[config.mk]
export PLATFORM = sky130hd
export DESIGN_NAME = i2c_byte_master_engine_core
export DESIGN_NICKNAME = d
export VERILOG_FILES = /design/src/hdl/ibme_pkg.sv /design/src/hdl/ibme_front.sv /design/src/hdl/ibme_queue.sv /design/src/hdl/ibme_back.sv /design/src/hdl/i2c_byte_master_engine_core.sv
export VERILOG_INCLUDE_DIRS = /design/src /design/src/hdl
export SDC_FILE = /design/constraint.sdc
export NUM_CORES = 1
export LEC_CHECK = 0
export BUFFER_PORTS_ARGS = -buffer_cell sky130_fd_sc_hd__buf_2
export CAP_MARGIN = 20
export CELL_PAD_IN_SITES_DETAIL_PLACEMENT = 1
export CELL_PAD_IN_SITES_GLOBAL_PLACEMENT = 2
export CORE_MARGIN = 1.5
export CORE_UTILIZATION = 41
export CTS_BUF_LIST = sky130_fd_sc_hd__clkbuf_4 sky130_fd_sc_hd__clkbuf_8
export CTS_CLUSTER_DIAMETER = 100
export DETAILED_ROUTE_END_ITERATION = 12
export PLACE_DENSITY_LB_ADDON = 0.1
export SLEW_MARGIN = 20
export SYNTH_ARGS = -nofsm -noshare
export SYNTH_HDL_FRONTEND = slang
export SYNTH_SLANG_ARGS = --single-unit
[constraint.sdc]
create_clock -name clk_i -period 2.92 [get_ports clk_i]
set_input_delay 0.584 -clock clk_i [delete_from_list [all_inputs] [get_ports clk_i]]
set_output_delay 0.584 -clock clk_i [all_outputs]
set_load 0.02 [all_outputs]
[src/hdl/i2c_byte_master_engine_core_defines.svh]
// Assertion macros for the I2C byte master engine.
`ifndef I2C_BYTE_MASTER_ENGINE_CORE_DEFINES_SVH
`define I2C_BYTE_MASTER_ENGINE_CORE_DEFINES_SVH

// Property checked at every clock edge outside reset.
`define IBME_ASSERT(lbl, prop, msg) \
  lbl: assert property (@(posedge clk_i) disable iff (!rst_ni) (prop)) else $error(msg);

// Consequent checked in the clock cycle after the antecedent.
`define IBME_ASSERT_NEXT(lbl, ante, cons, msg) \
  lbl: assert property (@(posedge clk_i) disable iff (!rst_ni) (ante) |=> (cons)) \
    else $error(msg);

`endif

[src/hdl/ibme_pkg.sv]
// Types and constants shared by the I2C byte master engine modules.
package ibme_pkg;

  typedef enum logic [1:0] {
    CmdStart = 2'd0,
    CmdStop  = 2'd1,
    CmdWrite = 2'd2,
    CmdRead  = 2'd3
  } cmd_e;

  typedef enum logic {
    ItemCmd  = 1'b0,
    ItemTick = 1'b1
  } item_kind_e;

  typedef struct packed {
    item_kind_e kind;
    cmd_e       cmd;
    logic [7:0] tx_byte;
    logic       more_to_read;
    logic       sda_in;
  } item_t;

  localparam int unsigned IbmeQueueDepth = 2;

  localparam logic [4:0] StepWriteAck  = 5'd24;
  localparam logic [4:0] StepWriteScl  = 5'd25;
  localparam logic [4:0] StepReadBits  = 5'd16;
  localparam logic [4:0] StepReadAns   = 5'd17;
  localparam logic [4:0] StepReadScl   = 5'd18;
  localparam logic [4:0] StepMax       = 5'd27;

  localparam logic [1:0] PhaseData = 2'd0;
  localparam logic [1:0] PhaseHigh = 2'd1;
  localparam logic [1:0] PhaseLow  = 2'd2;

endpackage

[src/hdl/ibme_front.sv]
// Front end: classifies incoming words and strips fields a command does not use.
module ibme_front import ibme_pkg::*; (
  input  logic       in_valid_i,
  output logic       in_ready_o,
  input  logic       req_type_i,
  input  logic [1:0] command_i,
  input  logic [7:0] tx_byte_i,
  input  logic       more_to_read_i,
  input  logic       sda_in_i,
  output logic       push_o,
  input  logic       queue_ready_i,
  output item_t      item_o
);

  cmd_e cmd;

  assign cmd        = cmd_e'(command_i);
  assign push_o     = in_valid_i & queue_ready_i;
  assign in_ready_o = queue_ready_i;

  always_comb begin
    item_o              = '0;
    item_o.kind         = req_type_i ? ItemTick : ItemCmd;
    item_o.cmd          = cmd;
    item_o.tx_byte      = 8'h00;
    item_o.more_to_read = 1'b0;
    item_o.sda_in       = 1'b0;
    if (req_type_i) begin
      item_o.sda_in = sda_in_i;
    end else begin
      case (cmd)
        CmdWrite: item_o.tx_byte = tx_byte_i;
        CmdRead:  item_o.more_to_read = more_to_read_i;
        default:  ;
      endcase
    end
  end

endmodule

[src/hdl/ibme_queue.sv]
// Short word queue between the front end and the pin sequencer.
module ibme_queue import ibme_pkg::*; #(
  parameter int unsigned Depth = IbmeQueueDepth
) (
  input  logic  clk_i,
  input  logic  rst_ni,
  input  logic  push_i,
  input  item_t item_i,
  output logic  ready_o,
  output logic  valid_o,
  input  logic  pop_i,
  output item_t item_o
);

  localparam int unsigned PtrW = (Depth > 1) ? $clog2(Depth) : 1;
  localparam int unsigned CntW = $clog2(Depth + 1);
  localparam logic [PtrW-1:0] PtrLast = PtrW'(Depth - 1);
  localparam logic [CntW-1:0] CntFull = CntW'(Depth);

  item_t           mem_q [Depth];
  logic [PtrW-1:0] wr_ptr_q, wr_ptr_d;
  logic [PtrW-1:0] rd_ptr_q, rd_ptr_d;
  logic [CntW-1:0] count_q, count_d;
  logic            do_push, do_pop;

  assign ready_o = (count_q != CntFull);
  assign valid_o = (count_q != '0);
  assign item_o  = mem_q[rd_ptr_q];
  assign do_push = push_i & ready_o;
  assign do_pop  = pop_i & valid_o;

  always_comb begin
    wr_ptr_d = wr_ptr_q;
    rd_ptr_d = rd_ptr_q;
    count_d  = count_q;
    if (do_push) begin
      wr_ptr_d = (wr_ptr_q == PtrLast) ? '0 : wr_ptr_q + 1'b1;
    end
    if (do_pop) begin
      rd_ptr_d = (rd_ptr_q == PtrLast) ? '0 : rd_ptr_q + 1'b1;
    end
    case ({do_push, do_pop})
      2'b10:   count_d = count_q + 1'b1;
      2'b01:   count_d = count_q - 1'b1;
      default: ;
    endcase
  end

  always_ff @(posedge clk_i or negedge rst_ni) begin
    if (!rst_ni) begin
      wr_ptr_q <= '0;
      rd_ptr_q <= '0;
      count_q  <= '0;
    end else begin
      wr_ptr_q <= wr_ptr_d;
      rd_ptr_q <= rd_ptr_d;
      count_q  <= count_d;
    end
  end

  always_ff @(posedge clk_i) begin
    if (do_push) begin
      mem_q[wr_ptr_q] <= item_i;
    end
  end

endmodule

[src/hdl/ibme_back.sv]
// Back end: runs the SCL/SDA pin sequence one step per tick and holds the result word.
module ibme_back import ibme_pkg::*; (
  input  logic       clk_i,
  input  logic       rst_ni,
  input  logic       item_valid_i,
  input  item_t      item_i,
  output logic       pop_o,
  output logic       out_valid_o,
  input  logic       out_ready_i,
  output logic       scl_out_o,
  output logic       sda_out_o,
  output logic       busy_res_o,
  output logic       cmd_done_o,
  output logic [7:0] rx_byte_o,
  output logic       ack_seen_o,
  output logic       cmd_rejected_o
);

  `include "i2c_byte_master_engine_core_defines.svh"

  logic [4:0] step_q, step_d;
  logic [1:0] phase_q, phase_d;
  cmd_e       active_q, active_d;
  logic       busy_q, busy_d;
  logic [7:0] shift_q, shift_d;
  logic       nack_q, nack_d;
  logic       scl_q, scl_d;
  logic       sda_q, sda_d;
  logic [7:0] rx_q, rx_d;
  logic       ack_q, ack_d;
  logic       done_q, done_d;
  logic       rej_q, rej_d;
  logic       out_valid_q;
  logic       take;
  logic       last;

  assign take  = item_valid_i & (~out_valid_q | out_ready_i);
  assign pop_o = take;

  always_comb begin
    step_d   = step_q;
    phase_d  = phase_q;
    active_d = active_q;
    busy_d   = busy_q;
    shift_d  = shift_q;
    nack_d   = nack_q;
    scl_d    = scl_q;
    sda_d    = sda_q;
    rx_d     = rx_q;
    ack_d    = ack_q;
    done_d   = 1'b0;
    rej_d    = 1'b0;
    last     = 1'b0;
    if (item_i.kind == ItemCmd) begin
      if (busy_q) begin
        rej_d = 1'b1;
      end else begin
        active_d = item_i.cmd;
        busy_d   = 1'b1;
        step_d   = '0;
        phase_d  = PhaseData;
        case (item_i.cmd)
          CmdWrite: shift_d = item_i.tx_byte;
          CmdRead: begin
            shift_d = 8'h00;
            nack_d  = ~item_i.more_to_read;
          end
          default: ;
        endcase
      end
    end else if (busy_q) begin
      case (active_q)
        CmdStart: begin
          case (step_q)
            5'd0:    sda_d = 1'b1;
            5'd1:    scl_d = 1'b1;
            5'd2:    sda_d = 1'b0;
            default: begin
              scl_d = 1'b0;
              last  = 1'b1;
            end
          endcase
        end
        CmdStop: begin
          case (step_q)
            5'd0:    sda_d = 1'b0;
            5'd1:    scl_d = 1'b1;
            default: begin
              sda_d = 1'b1;
              last  = 1'b1;
            end
          endcase
        end
        CmdWrite: begin
          if (step_q < StepWriteAck) begin
            phase_d = (phase_q == PhaseLow) ? PhaseData : phase_q + 1'b1;
            case (phase_q)
              PhaseData: sda_d = shift_q[7];
              PhaseHigh: scl_d = 1'b1;
              default: begin
                scl_d   = 1'b0;
                shift_d = {shift_q[6:0], 1'b0};
              end
            endcase
          end else if (step_q == StepWriteAck) begin
            sda_d = 1'b1;
          end else if (step_q == StepWriteScl) begin
            scl_d = 1'b1;
          end else begin
            ack_d = item_i.sda_in;
            scl_d = 1'b0;
            last  = 1'b1;
          end
        end
        default: begin
          if (step_q == '0) begin
            sda_d = 1'b1;
          end else if (step_q <= StepReadBits) begin
            if (step_q[0]) begin
              scl_d = 1'b1;
            end else begin
              shift_d = {shift_q[6:0], item_i.sda_in};
              scl_d   = 1'b0;
            end
          end else if (step_q == StepReadAns) begin
            sda_d = nack_q;
          end else if (step_q == StepReadScl) begin
            scl_d = 1'b1;
          end else begin
            scl_d = 1'b0;
            rx_d  = shift_q;
            last  = 1'b1;
          end
        end
      endcase
      step_d = step_q + 1'b1;
      if (last) begin
        busy_d = 1'b0;
        done_d = 1'b1;
      end
    end
  end

  always_ff @(posedge clk_i or negedge rst_ni) begin
    if (!rst_ni) begin
      step_q      <= '0;
      phase_q     <= PhaseData;
      active_q    <= CmdStart;
      busy_q      <= 1'b0;
      shift_q     <= '0;
      nack_q      <= 1'b0;
      scl_q       <= 1'b1;
      sda_q       <= 1'b1;
      rx_q        <= '0;
      ack_q       <= 1'b1;
      done_q      <= 1'b0;
      rej_q       <= 1'b0;
      out_valid_q <= 1'b0;
    end else begin
      if (take) begin
        step_q   <= step_d;
        phase_q  <= phase_d;
        active_q <= active_d;
        busy_q   <= busy_d;
        shift_q  <= shift_d;
        nack_q   <= nack_d;
        scl_q    <= scl_d;
        sda_q    <= sda_d;
        rx_q     <= rx_d;
        ack_q    <= ack_d;
        done_q   <= done_d;
        rej_q    <= rej_d;
      end
      if (take) begin
        out_valid_q <= 1'b1;
      end else if (out_ready_i) begin
        out_valid_q <= 1'b0;
      end
    end
  end

  assign out_valid_o    = out_valid_q;
  assign scl_out_o      = scl_q;
  assign sda_out_o      = sda_q;
  assign busy_res_o     = busy_q;
  assign cmd_done_o     = done_q;
  assign rx_byte_o      = rx_q;
  assign ack_seen_o     = ack_q;
  assign cmd_rejected_o = rej_q;

  `IBME_ASSERT(a_step_range, !busy_q || step_q < StepMax, "step count past end of sequence")
  `IBME_ASSERT(a_done_not_busy, !done_q || (!busy_q && !rej_q), "done word still busy or rejected")
  `IBME_ASSERT_NEXT(a_idle_tick, take && item_i.kind == ItemTick && !busy_q, scl_q == $past(scl_q) && sda_q == $past(sda_q), "idle tick moved a pin")
  `IBME_ASSERT_NEXT(a_reject_holds, take && item_i.kind == ItemCmd && busy_q, busy_q && step_q == $past(step_q) && active_q == $past(active_q), "dropped command changed state")

endmodule

[src/hdl/i2c_byte_master_engine_core.sv]
// Byte-level I2C master engine, top level.
// Each accepted word is either a command (START, STOP, WRITE byte, READ byte) or one bus
// tick that applies one open-drain pin step, MSB first; every word yields one result word
// with the SCL/SDA drive, busy, done, received byte, slave ACK and a rejected flag for a
// command that arrived while busy. A word can be taken every cycle while the result side
// keeps up: the front end and a two-entry queue take input until full while the pin
// sequencer, retiring one word per cycle into its output register unless the result side
// stalls, waits on it. A word passes the queue, then the output register. A START takes 4
// ticks, a STOP 3, a WRITE 27 and a READ 20; pin timing between ticks is up to the issuer.
module i2c_byte_master_engine_core import ibme_pkg::*; #(
  parameter int unsigned QueueDepth = IbmeQueueDepth
) (
  input  logic       clk_i,
  input  logic       rst_ni,
  input  logic       in_valid_i,
  output logic       in_ready_o,
  input  logic       req_type_i,
  input  logic [1:0] command_i,
  input  logic [7:0] tx_byte_i,
  input  logic       more_to_read_i,
  input  logic       sda_in_i,
  output logic       out_valid_o,
  input  logic       out_ready_i,
  output logic       scl_out_o,
  output logic       sda_out_o,
  output logic       busy_res_o,
  output logic       cmd_done_o,
  output logic [7:0] rx_byte_o,
  output logic       ack_seen_o,
  output logic       cmd_rejected_o
);

  item_t front_item;
  item_t queue_item;
  logic  push;
  logic  queue_ready;
  logic  queue_valid;
  logic  pop;

  ibme_front u_front (
    .in_valid_i     (in_valid_i),
    .in_ready_o     (in_ready_o),
    .req_type_i     (req_type_i),
    .command_i      (command_i),
    .tx_byte_i      (tx_byte_i),
    .more_to_read_i (more_to_read_i),
    .sda_in_i       (sda_in_i),
    .push_o         (push),
    .queue_ready_i  (queue_ready),
    .item_o         (front_item)
  );

  ibme_queue #(
    .Depth (QueueDepth)
  ) u_queue (
    .clk_i   (clk_i),
    .rst_ni  (rst_ni),
    .push_i  (push),
    .item_i  (front_item),
    .ready_o (queue_ready),
    .valid_o (queue_valid),
    .pop_i   (pop),
    .item_o  (queue_item)
  );

  ibme_back u_back (
    .clk_i          (clk_i),
    .rst_ni         (rst_ni),
    .item_valid_i   (queue_valid),
    .item_i         (queue_item),
    .pop_o          (pop),
    .out_valid_o    (out_valid_o),
    .out_ready_i    (out_ready_i),
    .scl_out_o      (scl_out_o),
    .sda_out_o      (sda_out_o),
    .busy_res_o     (busy_res_o),
    .cmd_done_o     (cmd_done_o),
    .rx_byte_o      (rx_byte_o),
    .ack_seen_o     (ack_seen_o),
    .cmd_rejected_o (cmd_rejected_o)
  );

endmodule

Word level (Yosys, flattened, before mapping)
Memories as Yosys holds them, arrays and structs flattened.
Index checks and enable logic that the tools add are counted.
{"block": "op_classes", "add_sub_neg": 6, "magnitude_cmp": 2, "n_eq_ne": 38, "mux": 72, "bitwise_logic": 17, "reduce_logical": 23}
{"cell": "8-bit two-way mux", "count": 9}
{"cell": "1-bit two-way mux", "count": 43}
{"cell": "8-bit case mux with 2 select lines", "count": 2}
{"cell": "3-bit != test (second input constant)", "count": 7}
{"cell": "5-bit equality test (second input constant)", "count": 4}
{"cell": "9-bit AND reduction", "count": 2}
{"cell": "2-bit != test (second input constant)", "count": 8}
{"cell": "5-bit two-way mux", "count": 3}
{"cell": "2-bit equality test (second input constant)", "count": 7}
{"cell": "2-bit two-way mux", "count": 6}
{"cell": "1-bit inverter", "count": 12}
{"cell": "5-bit by 4-bit != test with 1-bit output (second input constant)", "count": 2}
{"cell": "10-bit AND reduction", "count": 1}
{"cell": "9-bit two-way mux", "count": 1}
{"cell": "1-bit case mux with 3 select lines", "count": 3}
{"cell": "1-bit case mux with 2 select lines", "count": 4}
{"cell": "8-bit AND reduction", "count": 1}
{"cell": "2-bit OR reduction", "count": 4}
{"cell": "7-bit AND reduction", "count": 1}
{"cell": "2-bit by 1-bit equality test with 1-bit output (second input constant)", "count": 3}
{"cell": "3-bit by 2-bit != test with 1-bit output (second input constant)", "count": 2}
{"cell": "3-bit AND reduction", "count": 2}
{"cell": "2-bit nonzero test", "count": 3}
{"cell": "3-bit OR reduction", "count": 2}
{"cell": "20 further kinds", "count": 26}
{"block": "word_totals", "reg_bits": 37, "mem_bits_rw": 26, "out_inout_bits": 16, "wordCells": 175, "n_memories": 1}
{"name": "u_queue.mem_q", "words": 2, "word_bits": 13, "read_ports": 1, "rd_clocked_by_memory_dff": 0, "write_ports": 1, "line_no": "ibme_queue.sv:20", "rtl": "item_t mem_q [Depth];"}

Longest topological paths before layout
Gate-level depths: netlist of run 1.
{"block": "logic_depth", "ltp_word": 11, "depth_mapped": 8, "depth_no_buf": 7}

Modules after synthesis
A second synthesis of run 1 with hierarchy kept.
{"block": "unflattened", "hier_cells": 263, "area_unflattened_um2": 3266.9}
{"module": "ibme_back", "instances": 1, "cells_per_inst": 191, "area_per_inst_um2": 1981.9, "seq_area_each_um2": 829.5}
{"module": "ibme_queue", "instances": 1, "cells_per_inst": 57, "area_per_inst_um2": 1129.8, "seq_area_each_um2": 880.8}
{"module": "ibme_front", "instances": 1, "cells_per_inst": 15, "area_per_inst_um2": 155.1, "seq_area_each_um2": 0.0}

Worst setup path before layout of run 1
No wires, ideal clock.
{"block": "synth_path", "kind": "flip-flop to flip-flop", "startpoint": "reg u_queue.rd_ptr_q", "endpoint": "reg u_back.shift_q[0]", "setup_time_ns": 0.125, "arrival_time_ns": 2.149, "slack_ns": 0.646, "stages_incl_launch_ff": 7, "cell_sequence": "dfrtp_1 buf_4 mux2i_1 ha_1 or4_4 a221oi_4 mux2_2"}
{"block": "synth_via", "elab_chain_len": 7, "word_cells_on_any_way": 21, "classes_between": "eq/ne (10); mux (8); reduce/logical (2); memory (1)"}
{"element": "start: declaration", "line_no": "ibme_queue.sv:22", "rtl": "logic [PtrW-1:0] rd_ptr_q, rd_ptr_d;"}
{"element": "start signal: assignment", "line_no": "ibme_queue.sv:56", "rtl": "rd_ptr_q <= rd_ptr_d;"}
{"element": "memory 2 x 13 bit *"}
{"element": "8-bit two-way mux", "line_no": "ibme_back.sv:119", "rtl": "if (step_q[0]) begin"}
{"element": "8-bit two-way mux", "line_no": "ibme_back.sv:118", "rtl": "end else if (step_q <= StepReadBits) begin"}
{"element": "8-bit two-way mux", "line_no": "ibme_back.sv:116", "rtl": "if (step_q == '0) begin"}
{"element": "8-bit case mux with 2 select lines", "line_no": "ibme_back.sv:72", "rtl": "case (active_q)"}
{"element": "8-bit two-way mux", "line_no": "ibme_back.sv:71", "rtl": "end else if (busy_q) begin"}
{"element": "8-bit two-way mux", "line_no": "ibme_back.sv:54", "rtl": "if (item_i.kind == ItemCmd) begin"}
{"element": "end signal: assignment", "line_no": "ibme_back.sv:165", "rtl": "shift_q <= shift_d;"}
{"element": "end: declaration", "line_no": "ibme_back.sv:25", "rtl": "logic [7:0] shift_q, shift_d;"}
Mark *: on every way between the ends. The rest lies on a longest branch, timed or not. The select of a mux whose other input is x is not followed.
A chain may end at the register's enable or synchronous reset.

Final worst setup path of run 1
{"block": "layout_path", "startpoint": "reg u_back.step_q[0]", "endpoint": "reg u_back.rx_q[5], in the netlist u_back.rx_byte_o[5]"}
{"block": "layout_via", "elab_chain_len": 3, "word_cells_on_any_way": 9, "classes_between": "order compare (1); eq/ne (2); bitwise (4); reduce/logical (2)"}
{"element": "start: declaration", "line_no": "ibme_back.sv:21", "rtl": "logic [4:0] step_q, step_d;"}
{"element": "start signal: assignment", "line_no": "ibme_back.sv:161", "rtl": "step_q <= step_d;"}
{"element": "5-bit <= comparator, or another cell as far along", "line_no": "ibme_back.sv:118"}
{"element": "1-bit inverter (no line)"}
{"element": "8-bit AND reduction (no line) *"}
{"element": "end signal: assignment", "line_no": "ibme_back.sv:169", "rtl": "rx_q <= rx_d;"}
{"element": "end: declaration", "line_no": "ibme_back.sv:29", "rtl": "logic [7:0] rx_q, rx_d;"}
Mark *: on every way between the ends. The rest lies on a longest branch, timed or not.

==> impl_metrics.yaml, run 1 <==
timing:
  hold_viol: 0
  relSlewSlack: 0.442
  setup_slack_ps: 408
  fin_crit_ps: 2510
  setup_violations: 0
  hold_slack_ps: 340
  worst_pin_slew_ps: 837
  fin_crit_sh: 0.860
  rsz0062_at_grt: "false"
  fin_skew_ps: 6.58
  fmax_mhz: 398
  maxSlewViolCount: 0
  tns_ps: 0
synthesis:
  syn_area_per_cell_sq_um: 11.9
  syn_nets: 287
  ys_warn_count: 0
  synthFlopType: "dfrtp_1"
  seq_area_frac_synth: 0.550
  async_reset_ff_frac: 0.587
  yosysUniqueCellTypes: 52
  synth-seq-cells: 63
  synth_area_leaders: "dfrtp_1 27%, edfxtp_1 25%, mux2_2 6.9%"
  synth_top_cell_by_area: "dfrtp_1"
  synth_top_area_frac: 0.274
  synth_edf_count: 26
  syn-cell-area_sq_um: 3110
  synthCells: 262
placed_design:
  dpl_worst_slack_ps: 382
  post-place-cells: 390
  portBuffers: 32
  gp_congestion: 0.836
  dp_hpwl_um: 4820
global_route:
  grt_max_degree: 38
  grt_pass1_vias: 2225
  gr-usage-met2: 0.277
  met1_usage: 0.264
  grtUsageTotal: 0.184
  use_met3: 0.0406
  grt_remaining_overflow: 0
  grt_first_pass_wirelength_um: 11700
  antenna_found_initial: 0
  top_usage_layer: "met2"
min_path:
  min_path_type: "primary input to asynchronous set/reset pin"
clocking:
  root_buffer: "clkbuf_8"
  cts_buffers: 9
  cts.clk_slew.worst_paths_ps: 70
  worstSkewPairLatency_ps: 340
  cts_tree: "yes"
  ctsHtreeMaxLevel: 3
  cts_hold_buf: 0
  cts_setup_buffers: 0
  numClockSinks: 63
  cts_resized: 0
  cts_max_path_buffers: 2
routing:
  via_per_inst: 5.21
  drc: 0
  num_vias: 2116
  wl_um: 6640
  drt_iter0_markers: 77
  post_drt_wl_per_cell_um: 16.4
  ant_nets: 0
  first_pass_iters: 6
run:
  maxCapViolations: 0
final_layout:
  fillCellCount: 834
  num_antenna_cells: 0
  drive_gt1_frac: 0.280
  final_cells: 406
  nets: 327
  area_delta_synth_final_pct: 14.7
setup_path:
  critPathMaxFanout: 8
  cp-start-kind: "register"
  worstSetupPathType: "register to register"
  arrival_ps: 2740
  cp.required_ps: 3140
  endpoint_kind: "register"
power:
  vdd_ir_drop_max_uv: 437
  power_leakage_nw: 1.54
  p_per_area_nw_per_um2: 870
die:
  die_h_um: 90.1
  core_area_sq_um: 7290
  die-area_sq_um: 8110
  fp.dieW_um: 90.1
  core.rowCount: 31
  ios: 33
  start_util: 0.426
status:
  status: "finished clean"
cells in the mapped netlist (all sizes together), types with 7 or more instances:
cell / number
ha: 8
nand3: 11
nor2: 10
o21ai: 12
inv: 8
o31ai: 11
edfxtp: 26
mux2i: 11
and2: 10
mux2: 20
dfrtp: 34
nand2b: 7
nand2: 25
metal layers:
layer  part of all wire  up-vias
li1                   -     1048
met1               0.50     1024
met2               0.46       37
met3              0.030        7
met4              0.012        0
met5                  0        -
critical path: stages, from the launching register on:
cell     delay, ps
dfrtp_1        470
inv_1          100
ha_1           290
or2_2          350
nor2_1         140
nor3_1          90
nor4_4         540
mux2_2         410
kinds of logic (layout without fill, tap and decap cells):
family | count (synthesis) | after routing | share of synthesized area
adder cells (fa/ha/maj) | 8 | 8 | 0.0322
XOR/XNOR | 5 | 5 | 0.0141
buffers and inverters | 20 | 65 | 0.0270
flip-flops | 63 | 63 | 0.550
multiplexers | 31 | 31 | 0.108
AO/OA/AOI/OAI | 49 | 49 | 0.114
AND/OR/NAND/NOR | 86 | 86 | 0.155
state kept, by name, indices dropped and copies added (netlist names):
name and flops:
u_back.rx_byte_o 8, u_back.cmd_rejected_o 1, u_back.sda_out_o 1, u_back.phase_q 2, u_back.out_valid_o 1, u_queue.count_q 2
u_back.nack_q 1, u_back.scl_out_o 1, u_queue.wr_ptr_q 1, u_back.cmd_done_o 1, u_back.shift_q 8, u_back.active_q 2
u_back.step_q 5, u_back.busy_res_o 1, u_queue.rd_ptr_q 1, u_queue.mem_q 26, u_back.ack_seen_o 1
power by group:
group	switching (W)	internal (W)	leakage (nW)
registers	0.000143	0.00116	0.720
logic	0.000683	0.000466	0.732
clock network	0.000344	0.000300	0.0843
cell usage in the layout (no fill, tap or decap), types with 3 or more instances in the layout:
cell type	instances
and4b_1	3
nor4b_1	3
nor3_1	4
o31ai_1	11
xnor2_1	4
nand3_1	10
or2_2	3
buf_4	8
buf_2	32
clkbuf_8	9
inv_1	7
o21ai_0	11
a21oi_1	6
mux2i_1	11
nor2_1	10
dfrtp_1	34
a211oi_1	6
clkinv_1	3
clkinv_2	3
ha_1	8
edfxtp_1	26
dfstp_2	3
mux2_2	19
nand2_1	25
nand2b_1	7
and2_1	9
final cells by class:
class                      count  area (sq um)  share of cell area
sequential                    63          1710               0.480
multi-input combinational    179          1310               0.369
timing repair buffer          40           220              0.0618
clock buffer                   9           124              0.0347
tap                           99           124              0.0347
clock inverter                 7          38.8              0.0109
inverter                       9          33.8             0.00948
metrics by stage:
step	instance area (sq um)	total power, W	util
5_1_grt	3560	0.00335	0.489
3_5_place_dp	3400	0.00248	0.467
3_3_place_gp	3400	0.00245	0.467
2_1_floorplan	3110	0.00215	-
6_report	3560	0.00310	0.489
4_1_cts	3560	0.00314	0.489
path summary, 6_finish.rpt:
kind / startpoint / end / slack, ps / cells after the start
max in group asynchronous: rst_ni / u_back.shift_q[0] / 2060 / 1
worst min-delay path: rst_ni / u_back.step_q[3] / 340 / 1
worst max register to register: u_back.step_q[0] / u_back.rx_byte_o[5] / 410 / 7
worst min register to register: u_back.cmd_rejected_o / u_back.cmd_rejected_o / 480 / 2
min in group clk_i: command_i[1] / u_queue.mem_q[0][11] / 460 / 1
worst max-delay path: u_back.step_q[0] / u_back.rx_byte_o[5] / 410 / 7
Power figures use the tool's default switching activity.
==> run 2: changes to the inputs <==
--- a/config.mk
+++ b/config.mk
@@ -10,9 +10,8 @@
 export CAP_MARGIN = 20
 export CELL_PAD_IN_SITES_DETAIL_PLACEMENT = 1
 export CELL_PAD_IN_SITES_GLOBAL_PLACEMENT = 2
-export CORE_MARGIN = 1.5
 export CORE_UTILIZATION = 41
-export CTS_BUF_LIST = sky130_fd_sc_hd__clkbuf_4 sky130_fd_sc_hd__clkbuf_8
+export CTS_BUF_LIST = sky130_fd_sc_hd__clkbuf_2 sky130_fd_sc_hd__clkbuf_4 sky130_fd_sc_hd__clkbuf_8
 export CTS_CLUSTER_DIAMETER = 100
 export DETAILED_ROUTE_END_ITERATION = 12
 export PLACE_DENSITY_LB_ADDON = 0.1
==> impl_metrics.yaml, run 2 (synthesis results as in run 1) <==
status:
  status: "finished clean"
routing:
  dr_wl_met2_um: 2970
  highest_layer: "met4"
  wl_met1_um: 3270
  drt_iter0_markers: 51
  ant_nets: 0
  num_vias: 2132
  wl_met3_um: 146
  via_per_inst: 5.29
  drc: 0
  post_drt_wl_per_cell_um: 16.1
  first_pass_iters: 4
  wl_um: 6480
power:
  p_seq_frac: 0.404
  pwr-share-clk: 0.253
  vdd_ir_drop_max_uv: 458
  p_per_area_nw_per_um2: 902
  power_leakage_nw: 1.55
  intPower_w: 0.00211
  power_w: 0.00325
  swShare: 0.351
  switching_power_w: 0.00114
  combPwrFrac: 0.343
clocking:
  root_buffer: "clkbuf_8"
  cts_max_path_buffers: 2
  cts_buffers: 9
  cts.clk_slew.worst_paths_ps: 70
  cts_setup_buffers: 0
  worstSkewPairLatency_ps: 330
  cts_hold_buf: 0
  numClockSinks: 63
  cts_resized: 0
  cts_tree: "yes"
  ctsHtreeMaxLevel: 3
min_path:
  min_path_type: "primary input to asynchronous set/reset pin"
global_route:
  grt_remaining_overflow: 0
  grtUsageTotal: 0.184
  grt_first_pass_wirelength_um: 10600
  antenna_found_initial: 0
  grt_pass1_vias: 2082
  grt_max_degree: 38
setup_path:
  cpMaxStageDelayCell: "nor4_4"
  slowest_delay_ps: 550
  arrival_ps: 2720
  worstSetupPathType: "register to register"
  critPathMaxFanout: 8
  endpoint_kind: "register"
  crit_chain: "inv_1 -> ha_1 -> or2_2 -> nor2_1 -> nor3_1 -> nor4_4 -> mux2_2"
  cp-start-kind: "register"
  cp.required_ps: 3140
timing:
  fin_skew_ps: 10.3
  maxSlewViolCount: 0
  worst_pin_slew_ps: 845
  setup_slack_ps: 420
  fin_crit_sh: 0.856
  relSlewSlack: 0.437
  tns_ps: 0
  fin_crit_ps: 2500
  fmax_mhz: 400
  rsz0062_at_grt: "false"
  hold_viol: 0
  setup_violations: 0
  hold_slack_ps: 340
final_layout:
  largest_register_ffs: 26
  num_antenna_cells: 0
  nets: 324
  drive_gt1_frac: 0.280
  final_cell_mix: "34 x dfrtp_1, 32 x buf_2, 26 x edfxtp_1"
  final_common_cell: "dfrtp_1"
  area_delta_synth_final_pct: 15.8
  regMostFlops: "u_queue.mem_q"
  final_cells: 403
placed_design:
  dp_hpwl_um: 4700
  dpl_worst_slack_ps: 402
  post-place-cells: 387
  gp_congestion: 0.809
  portBuffers: 32
run:
  maxCapViolations: 0
die:
  core.rowCount: 31
  core_area_sq_um: 7290
  die_h_um: 89.1
  fp.dieW_um: 89.1
  start_util: 0.426
  die-area_sq_um: 7930
  ios: 33
==> run 2: per-layer routing <==
layer / global-route usage / up-vias
li1: - / 1040
met1: 0.261 / 1052
met2: 0.275 / 31
met3: 0.0388 / 9
met4: 0.0779 / 0
met5: 0 / -
==> run 2: area by class of cell <==
class	count	area, sq um
Clock buffer	9	124
Inverter	9	33.8
Clock inverter	7	95.1
Multi-Input combinational cell	179	1310
Fill cell	814	3690
Timing Repair Buffer	37	198
Tap cell	99	124
Sequential cell	63	1710
==> run 2: per-stage QoR <==
| step | area (sq um) | util |
|---|---|---|
| 2_1_floorplan | 3110 | - |
| 3_3_place_gp | 3380 | 0.463 |
| 3_5_place_dp | 3380 | 0.463 |
| 4_1_cts | 3600 | 0.493 |
| 5_1_grt | 3600 | 0.493 |
| 6_report | 3600 | 0.493 |
==> run 2: critical path, delay by kind of cell, from the launching register on <==
family | cells | cell delay, ps
and+or+nand+nor | 4 | 1130
DFF | 1 | 470
buffers and inverters | 1 | 100
adders and majority gates | 1 | 290
muxes | 1 | 390
==> run 2: final timing paths <==
kind | start | endpoint | slack (ps) | cells past startpoint
max in group asynchronous | rst_ni | u_back.step_q[1] | 2030 | 1
hold reg to reg | u_back.cmd_rejected_o | u_back.cmd_rejected_o | 490 | 2
setup reg to reg | u_back.step_q[0] | u_back.rx_byte_o[7] | 420 | 7
setup / recovery | u_back.step_q[0] | u_back.rx_byte_o[7] | 420 | 7
hold / removal | rst_ni | u_back.phase_q[0] | 340 | 1
min in group clk_i | command_i[1] | u_queue.mem_q[0][11] | 460 | 1
==> run 2: power by group through the flow <==
stage	Clock, W	Combinational [W]	Sequential [W]
finish	0.000821	0.00111	0.00131
global route	0.000885	0.00125	0.00134
CTS	0.000852	0.00113	0.00132
detailed placement	0	0.00113	0.00133
global placement	0	0.00112	0.00132
floorplan	0	0.000848	0.00130
